===== src/rtl/csplev_ram.sv =====
// Generic single-write, single-read synchronous RAM with registered read data.
// No dependencies; used for the break and coefficient tables.
`default_nettype none

module csplev_ram #(
	parameter int WIDTH = 32,
	parameter int DEPTH = 16
) (
	input  wire logic                     clk,
	input  wire logic                     we,
	input  wire logic [$clog2(DEPTH)-1:0] waddr,
	input  wire logic [WIDTH-1:0]         wdata,
	input  wire logic                     re,
	input  wire logic [$clog2(DEPTH)-1:0] raddr,
	output logic      [WIDTH-1:0]         rdata
);

	logic [WIDTH-1:0] mem [DEPTH];

	// write port and registered read port; read data holds when not enabled
	always_ff @(posedge clk) begin
		if (we) begin
			mem[waddr] <= wdata;
		end
		if (re) begin
			rdata <= mem[raddr];
		end
	end

endmodule

`default_nettype wire


===== config.mk =====
export PLATFORM = sky130hd
export DESIGN_NAME = csplev_ram
export DESIGN_NICKNAME = d
export VERILOG_FILES = /design/src/rtl/csplev_ram.sv
export SDC_FILE = /design/constraint.sdc
export NUM_CORES = 1
export LEC_CHECK = 0
export BUFFER_PORTS_ARGS = -buffer_cell sky130_fd_sc_hd__buf_2
export CAP_MARGIN = 20
export CORE_MARGIN = 10
export CORE_UTILIZATION = 38
export DETAILED_ROUTE_END_ITERATION = 10
export GPL_ROUTABILITY_DRIVEN = 0
export PLACE_DENSITY = 0.57
export SLEW_MARGIN = 20
export SYNTH_ARGS = -nofsm -noshare
export SYNTH_HDL_FRONTEND = slang
export SYNTH_SLANG_ARGS = --single-unit

===== constraint.sdc =====
create_clock -name clk -period 5 [get_ports clk]
set_input_delay 0.5 -clock clk [delete_from_list [all_inputs] [get_ports clk]]
set_output_delay 0.5 -clock clk [all_outputs]
set_load 0.02 [all_outputs]

Yosys cells after proc, flatten, opt, wreduce, memory -nomap -nowiden
Memory sizes are Yosys's and may differ from the RTL's. A register that Yosys moved wholly into a read port is not among the register bits.
Index checks and enable logic that the tools add are counted.

word-level totals
  bits in writable memories = 512
  output and inout bits = 32
  memories kept = 1
  input port bits = 43
  register bits = 0
  logic and storage cells = 3

memories
  memory  depth  width  rd ports  clocked after memory_dff  wr ports  RTL line  source
  mem     16     32     1         1                         1         18        logic [WIDTH-1:0] mem [DEPTH];

operators by class
  multiplexer cells = 2

operators with widths
  cell     number
  $mux W1  2

Logic depth before layout (Yosys ltp)
  depth in word-level cells = 2
  gate-level depth with buffers = 5
  gate-level depth less buffers = 3

Least setup slack after synthesis
OpenSTA, ideal clock, no wires.

  path kind = input-to-reg
  start point = input port waddr[2]
  end point = memory mem[0][0] (enable)
  setup slack = 1.320 ns
  setup time = 0.461 ns
  stages = 2
  path buffers = 0
  arrival time = 3.218 ns
  required time = 4.539 ns
  path through = or3b_2 nor3_1

RTL lines
  what         RTL line  source
  from (decl)  11        input wire logic [$clog2(DEPTH)-1:0] waddr,
  to (decl)    18

Straight into the memory's write port.

==> results_dict.tcl <==
set metrics [dict create \
    period_share_pct 44.6 \
    drc 0 \
    crit_path_start_kind "input port" \
    num_antenna_cells 0 \
    period_minus_slack_ps 2230 \
    clkSinkCount 544 \
    hold_ws_ps 292 \
    min_from "wdata[10]" \
    firstDrtPassIters 5 \
    hold_violations 0 \
    vdd_drop_max_v 0.000248 \
    finalMaxSlewViolations 0 \
    die-area_sq_mm 0.0627 \
    crit_arrival_ps 2540 \
    pwr_density_cell_mw_per_mm2 415 \
    viasPerCell 5.39 \
    grt-ovfl-total 0 \
    tns_ps 0 \
    hold_path_depth 1 \
    final_antenna_net_count 0 \
    final-setup-viol-count 0 \
    synth_seq_area_share_pct 81.0 \
    end_kind "flip-flop" \
    cpPeakStageDelay_ps 570 \
    antenna_found_initial 5 \
    ctsResizeCount 0 \
    critPathKind "input port to flip-flop" \
    synth_cell_types 17 \
    synth.area.top_cells "edfxtp_1 81%, mux4_2 14%, a22oi_1 2.4%" \
    fillerInstances 4453 \
    netlist_instances 838 \
    whs_endpoint "mem[0][10]$_DFFE_PP_" \
    fp.dieW_microns 250 \
    path_max_fanout 60 \
    cts_setup_buffers 0 \
    clkTransAtPathRegs_ps 60 \
    finalClockSkew_ps 22.1 \
    rows 84 \
    syn-num-nets 881 \
    r2r_end "rdata[24]$_DFFE_PP_" \
    first_iter_violations 908 \
    io_buffers 74 \
    clock.fmax_ghz 0.449 \
    rsz0062_at_grt "no" \
    p_leak_nw 7.37 \
    wl_per_cell_microns 26.1 \
    yosys_warnings 0 \
    ys_ff_latch 544 \
    initial_core_util_pct 38.4 \
    via_count 9012 \
    grt_util_all_layers_pct 13.9 \
    netlist.area_leader.share_pct 81.0 \
    yosysTopAreaCell "edfxtp_1" \
    cts-hold-fix-buffers 0 \
    ios 75 \
    r2r_start "mem[8][24]$_DFFE_PP_" \
    cap_violations 0 \
    critical-path-slowest-cell "mux4_2" \
    grt_max_degree 66 \
    cts.path.max_buffers 3 \
    multi_input_comb_area_sq_mm 0.00375 \
    maxSlewHeadroom_pct 28.4 \
    dieHeight_microns 250 \
    regArea_sq_mm 0.0163 \
    core_sq_mm 0.0526 \
    synthesis.area_sq_mm 0.0202 \
    rrSetupSlack_ps 3450 \
    htreeDepth 2 \
    status "finished, final reports clean" \
    tightestPinTransition_ps 1070 \
    reg2regPathDepth 3 \
    hpwl_mm 22.5 \
    avgSynthCellArea_sq_um 24.1 \
    clock_latency_ps 590 \
    cp.required_ps 5310 \
    root_buffer "clkbuf_16" \
    crit_chain "clkbuf_8 > buf_12 > mux4_2 > a22oi_1 > nand2_1" \
    layout.nets 994 \
    grt_pass1_wl_mm 64.8 \
    grt_pass1_vias 9561 \
    final_layout_size_suffix_gt1_share_pct 32.5 \
    syn2layout_area_growth_pct 15.4 \
    cts_tree "done" \
    hold_path.class "input port to flip-flop" \
    routed_wl_mm 43.6 \
    cts_inserted_buffers 54 \
]
[per-stage QoR]
stage	power (mW)	area (sq um)	util [%]	setup slack, ps	std cells
floorplan	5.53	20200	-	1320	838
global placement	5.72	21500	41.0	2130	1583
detailed placement	5.73	21500	41.0	2100	1583
CTS	9.74	23300	44.3	2710	1673
global route	9.96	23300	44.3	2560	1673
finish	9.65	23300	44.3	2770	1673
[layout make-up]
| class | count | area share (%) |
|---|---|---|
| sequential | 544 | 70.2 |
| timing repair buffer | 100 | 2.59 |
| clock inverter | 26 | 1.38 |
| clock buffer | 64 | 6.06 |
| tap | 688 | 3.70 |
| multi-input combinational | 251 | 16.1 |
[layout by cell type, fill, tap and decap left out, types with 4 or more instances in the layout]
cell type  netlist  routed
edfxtp_1       544     544
mux4_2         128     128
buf_2            4      72
a22oi_1         64      64
clkbuf_16        0      55
nand2_1         33      33
buf_4           11      25
nor2_4           0      13
clkinv_1         0      10
clkbuf_1        17       9
bufinv_16        0       8
clkinv_2         0       7
nor3_2           0       4
[logic make-up (layout without fill, tap and decap cells)]
logic type / Yosys count / count (layout) / share of synthesized area, %
AND/OR/NAND/NOR: 59 / 59 / 1.25
flip-flops: 544 / 544 / 81.0
AO/OA/AOI/OAI: 64 / 64 / 2.38
buffers and inverters: 43 / 190 / 1.10
multiplexers: 128 / 128 / 14.3
[report_power, final]
part	leakage, nW	switching, mW	internal, mW
registers	4.94	0.0260	5.14
clock network	0.849	1.63	2.40
logic	1.57	0.285	0.177
[synth_stat cells]
cell      count
nand3_1       1
nor2b_1       2
a22oi_1      64
buf_6         2
clkbuf_1     17
buf_2         4
nand2_1      33
nand2b_1      2
nor2_1       13
and2_1        1
nand3b_1      2
mux4_2      128
nor3_1        4
buf_1         9
or3b_2        1
edfxtp_1    544
buf_4        11
[critical path, delay by kind of cell]
family / cells / cell delay (ps)
buffers and inverters: 2 / 1040
multiplexers: 1 / 570
AO/OA/AOI/OAI: 1 / 240
AND/OR/NAND/NOR: 1 / 80
[per-layer routing]
metal	track usage, %	up-vias	share of wire [%]
li1	-	3828	-
met1	19.9	4853	46
met2	21.1	269	46
met3	2.91	56	6.3
met4	3.67	6	1.7
met5	0	-	0.094
[worst max-delay path by stage]
stage	startpoint	to	slack (ps)	depth (start not counted)
4_1_cts	raddr[0]	rdata[14]$_DFFE_PP_	2710	5
3_3_place_gp	raddr[0]	rdata[17]$_DFFE_PP_	2130	5
6_report	raddr[0]	rdata[14]$_DFFE_PP_	2770	5
3_5_place_dp	raddr[0]	rdata[14]$_DFFE_PP_	2100	5
2_1_floorplan	waddr[2]	mem[0][0]$_DFFE_PP_	1320	2
5_1_grt	raddr[0]	rdata[14]$_DFFE_PP_	2560	5
[registers in the layout, summed over array words and instances (netlist names)]
signal,cells
mem,512
rdata,32
Note: power is estimated with default switching activity, not from simulation.
