### src/rtl/csplev_pkg.sv
// Shared types, sizes and codes for the cubic spline evaluator.
// Self-contained; the MAC, top level and checker refer to it by scoped names.
`default_nettype none

package csplev_pkg;

	// table sizes
	localparam int MAX_SEGMENTS = 16;
	localparam int FRAC_BITS    = 16;
	localparam int NBREAK       = MAX_SEGMENTS + 1;
	localparam int NCOEFF       = 4 * MAX_SEGMENTS;

	// widths
	localparam int DATA_W   = 32;
	localparam int CNT_W    = 5;
	localparam int SEG_W    = $clog2(MAX_SEGMENTS);
	localparam int BRK_AW   = $clog2(NBREAK);
	localparam int CF_AW    = $clog2(NCOEFF);
	localparam int PROD_W   = 2 * DATA_W;
	localparam int RND_W    = PROD_W + 1;
	localparam int SUM_W    = RND_W + 1;

	// input item codes
	typedef enum logic [1:0] {
		ACT_EVAL     = 2'd0,
		ACT_WR_BREAK = 2'd1,
		ACT_WR_COEFF = 2'd2
	} action_t;

	// evaluation sequencer
	typedef enum logic [2:0] {
		ST_IDLE,
		ST_RD_UP,
		ST_CMP_UP,
		ST_RD_LO,
		ST_DELTA,
		ST_MUL,
		ST_ADD,
		ST_DONE
	} state_t;

endpackage

`default_nettype wire

### src/rtl/csplev_mac.sv
// Horner step unit: registered 32x32 multiply, then round, add and saturate.
// Depends on csplev_pkg for widths and the fraction size.
`default_nettype none

module csplev_mac (
	input  wire logic                           clk,
	input  wire logic                           mul_en,
	input  wire logic [csplev_pkg::DATA_W-1:0]  mul_a,
	input  wire logic [csplev_pkg::DATA_W-1:0]  mul_b,
	input  wire logic [csplev_pkg::DATA_W-1:0]  addend,
	output logic      [csplev_pkg::DATA_W-1:0]  sum,
	output logic                                ovf
);

	localparam int DW = csplev_pkg::DATA_W;
	localparam int FB = csplev_pkg::FRAC_BITS;
	localparam int RW = csplev_pkg::RND_W;
	localparam int SW = csplev_pkg::SUM_W;

	logic signed [csplev_pkg::PROD_W-1:0] prod_q;
	logic signed [RW-1:0]                 biased;
	logic signed [RW-1:0]                 rounded;
	logic signed [SW-1:0]                 total;
	logic [SW-DW:0]                       top_bits;

	// product register
	always_ff @(posedge clk) begin
		if (mul_en) begin
			prod_q <= $signed(mul_a) * $signed(mul_b);
		end
	end

	// round half up: add half an LSB, then floor by arithmetic shift
	always_comb begin
		biased   = RW'(prod_q) + (RW'(1) <<< (FB - 1));
		rounded  = biased >>> FB;
		total    = SW'(rounded) + SW'($signed(addend));
		top_bits = total[SW-1:DW-1];
		ovf      = !((&top_bits) || !(|top_bits));
		if (!ovf) begin
			sum = total[DW-1:0];
		end else if (total[SW-1]) begin
			sum = {1'b1, {(DW-1){1'b0}}};
		end else begin
			sum = {1'b0, {(DW-1){1'b1}}};
		end
	end

endmodule

`default_nettype wire

### config.mk
export PLATFORM = sky130hd
export DESIGN_NAME = csplev_mac
export DESIGN_NICKNAME = d
export VERILOG_FILES = /design/src/rtl/csplev_pkg.sv /design/src/rtl/csplev_mac.sv
export SDC_FILE = /design/constraint.sdc
export NUM_CORES = 2
export LEC_CHECK = 0
export ABC_AREA = 1
export BUFFER_PORTS_ARGS = -buffer_cell sky130_fd_sc_hd__buf_2
export CAP_MARGIN = 30
export CORE_ASPECT_RATIO = 0.6
export CORE_MARGIN = 10
export CORE_UTILIZATION = 40
export DETAILED_ROUTE_END_ITERATION = 10
export REMOVE_ABC_BUFFERS = 1
export SETUP_SLACK_MARGIN = 0.2
export SYNTH_ARGS = -nofsm -noshare
export SYNTH_HDL_FRONTEND = slang
export SYNTH_SLANG_ARGS = --single-unit
### constraint.sdc
create_clock -name clk -period 13.1 [get_ports clk]
set_input_delay 1.31 -clock clk [delete_from_list [all_inputs] [get_ports clk]]
set_output_delay 1.31 -clock clk [all_outputs]
set_load 0.01 [all_outputs]
## Word level (Yosys, flattened, before mapping)

Index checks and enable logic that the tools add are counted.

| word-level totals | value |
|---|---|
| word-level logic and storage cells | 11 |
| output and inout bits | 33 |
| flip-flop bits (word level) | 64 |
| input bits | 98 |

| cells by class | value |
|---|---|
| $mul | 1 |
| multiplexer cells | 2 |
| $add $sub $neg | 2 |
| reductions and logical operators | 5 |

Operators with widths:

| operator | count |
|---|---|
| 64-bit by 17-bit adder with 65-bit output, second input constant | 1 |
| 32-bit by 32-bit multiplier with 64-bit output | 1 |
| 32-bit two-way mux | 2 |
| 49-bit by 32-bit adder with 50-bit output | 1 |
| 35-bit AND reduction | 1 |
| 35-bit OR reduction | 1 |
| 1-bit logical NOT | 2 |
| 1-bit logical OR | 1 |

## Logic depth before layout (Yosys ltp)

| logic depth | value |
|---|---|
| word-level depth | 6 |
| mapped depth | 33 |
| mapped depth without buffers | 32 |

## Worst setup path before layout

Ideal clock, no wire load.

| timing path | value |
|---|---|
| kind | input to register |
| start point | in mul_a[31] (netlist name) |
| end point | reg prod_q[63] (netlist name), data pin |
| cell stages on the path | 29 |
| library setup time | 0.130 ns |
| arrival time | 8.244 ns |
| path slack | 4.726 ns |
| path buffers | 1 |
| required time | 12.970 ns |
| cells stage by stage | clkbuf_1 -> nand2_1 -> inv_1 -> fa_1 -> inv_1 -> fa_1 -> inv_1 -> fa_1 -> fa_1 -> inv_1 -> fa_1 -> inv_1 -> fa_1 -> inv_1 -> fa_1 -> inv_1 -> fa_1 -> ha_1 -> a21oi_1 -> inv_1 -> a21oi_1 -> inv_1 -> a21oi_1 -> nor2_1 -> nor2_1 -> o21ai_0 -> a21o_1 -> or2_2 -> nand2_1 |

| between the ends | value |
|---|---|
| cells in the longest elaborated chain, start to end | 1 |

Ends and longest elaborated chain:

| item | line | source |
|---|---|---|
| from (decl) | csplev_mac.sv:8 | `input wire logic [csplev_pkg::DATA_W-1:0] mul_a,` |
| 32-bit by 32-bit multiplier with 64-bit output | csplev_mac.sv:29 | `prod_q <= $signed(mul_a) * $signed(mul_b);` |
| to (signal assigned) | csplev_mac.sv:29 |  |
| to (decl) | csplev_mac.sv:20 | `logic signed [csplev_pkg::PROD_W-1:0] prod_q;` |

No other way between the ends.
A chain may end at the register's enable or synchronous reset.

## Final worst setup path

| timing path | value |
|---|---|
| start point | in mul_b[5] (netlist name) |
| end point | reg prod_q[62] (netlist name), data pin |

| between the ends | value |
|---|---|
| cells in the longest elaborated chain, start to end | 1 |

Ends and longest elaborated chain:

| item | line | source |
|---|---|---|
| from (decl) | csplev_mac.sv:9 | `input wire logic [csplev_pkg::DATA_W-1:0] mul_b,` |
| 32-bit by 32-bit multiplier with 64-bit output | csplev_mac.sv:29 |  |

No other way between the ends.

==> results by group <==
Setup path
  – Crit start category: input pin
  – Crit Path Class: in -> reg
  – Slowest-stage cell, CP: fa_1
  – CP arrival: 9.53 ns
  – Crit Path Max Fanout: 18
  – Crit path from: mul_b[5]
  – Slowest stage delay, CP: 0.92 ns
  – CP Capture Type: flop
  – CP required: 13.16 ns

Synth
  – Adder-Cell Fraction of Synth Area: 0.541
  – Post-Synth XOR/XNOR Area: 0.0253
  – Share of flip-flops with an asynchronous set or reset: 0
  – Mapped Area: 0.0454 mm²
  – Syn_area_per_cell: 7.52 µm²
  – Top_reg_cell synth: edfxtp_1
  – Cell count after synthesis: 6,033
  – Largest family of logic cells by synthesized area: adder cells
  – Simple-gate share of the synthesized area: 0.193
  – Synth warn: 0
  – Synth Area in Compound Gates: 0.0316
  – Mux share of post-synthesis cell area: 0
  – Yosys cell types: 46
  – Number of synthesized flops with an enable pin: 49
  – Seq/Total Area, Yosys: 0.0324
  – Yosys reg bits: 49

Layout
  – Area growth syn-to-layout: 4.86%
  – Core Util, Final: 0.424
  – Biggest register: prod_q
  – Non-filler cells, final: 7,517
  – Final net count: 7,423
  – Layout cells sized above 1: 0.0482
  – Fillcell total: 11,627
  – Diode count: 0
  – Max reg flops: 49
  – Top Registers: prod_q: 49 flops

Global route
  – First-pass GRT wire length: 231 mm
  – Total grt overflow: 0
  – Number of global-route vias before repair: 38,580
  – GRT Resource Usage Total: 0.233
  – Pin count of the biggest net entering global routing: 50
  – Initial antenna violation count: 2

Clock tree
  – CTS buffer count: 5
  – Longest Clk Path Bufs: 2
  – Post-cts repair resize count: 0
  – Clock root buffer: clkbuf_16
  – CTS tree: done
  – H-tree depth: 2
  – CTS sink cnt: 49
  – Post-CTS Setup Bufs: 0
  – Clk slew on worst S/H paths: 0.07 ns
  – CTS hold repair buffers: 0

Timing
  – Tightest Pin Transition: 1.05 ns
  – FMAX: 106 MHz
  – Final Hold Viols: 0
  – Final period util: 0.723
  – Final hold slack: 1.69 ns
  – Slew Limit Fails: 0
  – Final setup vio count: 0
  – Period minus WS final: 9.47 ns
  – RSZ-0062 raised after global routing: false
  – Slew headroom: 0.299
  – Setup TNS: 0 ns

Drt
  – Per-cell routed wire length: 19.4 µm
  – Total Routed Length: 146 mm
  – Detailed-route DRC error count: 0
  – Number of DRC markers in iteration 0: 3,285
  – Via density: 4.89
  – Vias: 36,793
  – 1st-pass router iterations: 5
  – Post-DRT Antenna Nets: 0

Place
  – Inst Count DP: 7,507
  – Placer Congestion: 1.01
  – Hpwl dp: 126 mm
  – Port Buffers: 130

Hold path
  – Hold_sp: mul_en
  – Worst Hold Class: in -> reg

Status
  – Run status: finished clean

Floorplanning
  – Die Area: 0.128 mm²
  – Io pins: 131
  – Core Area: 0.112 mm²
  – DIE WIDTH: 455 µm
  – Die Y: 281 µm
  – Site Rows: 95
  – Starting density of the core: 0.404

Run
  – Max-cap violations: 0
## cells by family (layout without fill, tap and decap cells)
logic type / count (synthesis) / count (layout)
fa+ha+maj: 1312 / 1312
compound gates: 257 / 257
simple gates: 2165 / 2165
flops: 49 / 49
xor+xnor: 131 / 131
buf+inv: 2119 / 2100
## worst max-delay path, delay by kind of cell
family	cells	cell delay, ns
buf+inv	10	1.85
fa+ha+maj	9	4.75
simple gates	4	0.39
compound gates	4	1.19
## placed cells by master, fill, tap and decap left out, types with 7 or more instances in the layout
cell type	count
nor2_2	26
nor3_1	32
nand4_1	49
nand2_1	1654
inv_1	1891
inv_2	26
fa_1	1082
o21ai_0	57
nand3_1	86
o21a_1	11
nand2_2	29
a31oi_1	16
o21bai_1	11
nor3_2	9
xor2_1	89
xnor2_1	42
a21oi_1	133
ha_1	230
edfxtp_1	49
nor4_1	15
or2_2	7
buf_2	130
nor2_1	235
buf_4	40
a21o_1	15
## path summary, 6_finish.rpt
kind,end,slack [ns],cells after the start
hold / removal,prod_q[41]$_DFFE_PP_,1.69,2
setup / recovery,prod_q[62]$_DFFE_PP_,3.63,27
## cell usage after synthesis, types with 29 or more instances
library cell / instances / area, µm²
clkbuf_1: 192 / 721
fa_1: 1082 / 21700
nor3_1: 32 / 160
xnor2_1: 42 / 368
nand2_1: 1654 / 6210
a21oi_1: 133 / 666
xor2_1: 89 / 780
inv_1: 1892 / 7100
nor2_1: 235 / 882
nand3_1: 86 / 430
edfxtp_1: 49 / 1470
nand4_1: 49 / 307
nand2_2: 29 / 181
ha_1: 230 / 2880
o21ai_0: 57 / 285
## layout make-up
cell class | instances | area [µm²] | share of cell area
clock buffers | 5 | 125 | 0.00263
repair buffers | 173 | 1000 | 0.0211
flip-flops and latches | 49 | 1470 | 0.0309
clock inverters | 3 | 26.3 | 0.000552
well taps | 1503 | 1880 | 0.0395
inverters | 1919 | 7200 | 0.151
multi-input cells | 3865 | 35900 | 0.754
## through the flow
stage,setup slack [ns],area [µm²]
after CTS,3.64,47600
after global placement,3.40,47400
after detailed placement,3.31,47400
after floorplan,4.97,44600
after global routing,3.06,47600
final,3.63,47600
## routing by layer
metal	share of wire	vias up	GRT usage
li1	-	16864	-
met1	0.51	18255	0.384
met2	0.37	1579	0.304
met3	0.11	93	0.0606
met4	0.0089	2	0.0245
met5	0.000069	-	0
Power is left out: the tool's default activity adds up to more than one toggle a clock period on the data nets, which glitch-free logic cannot reach.
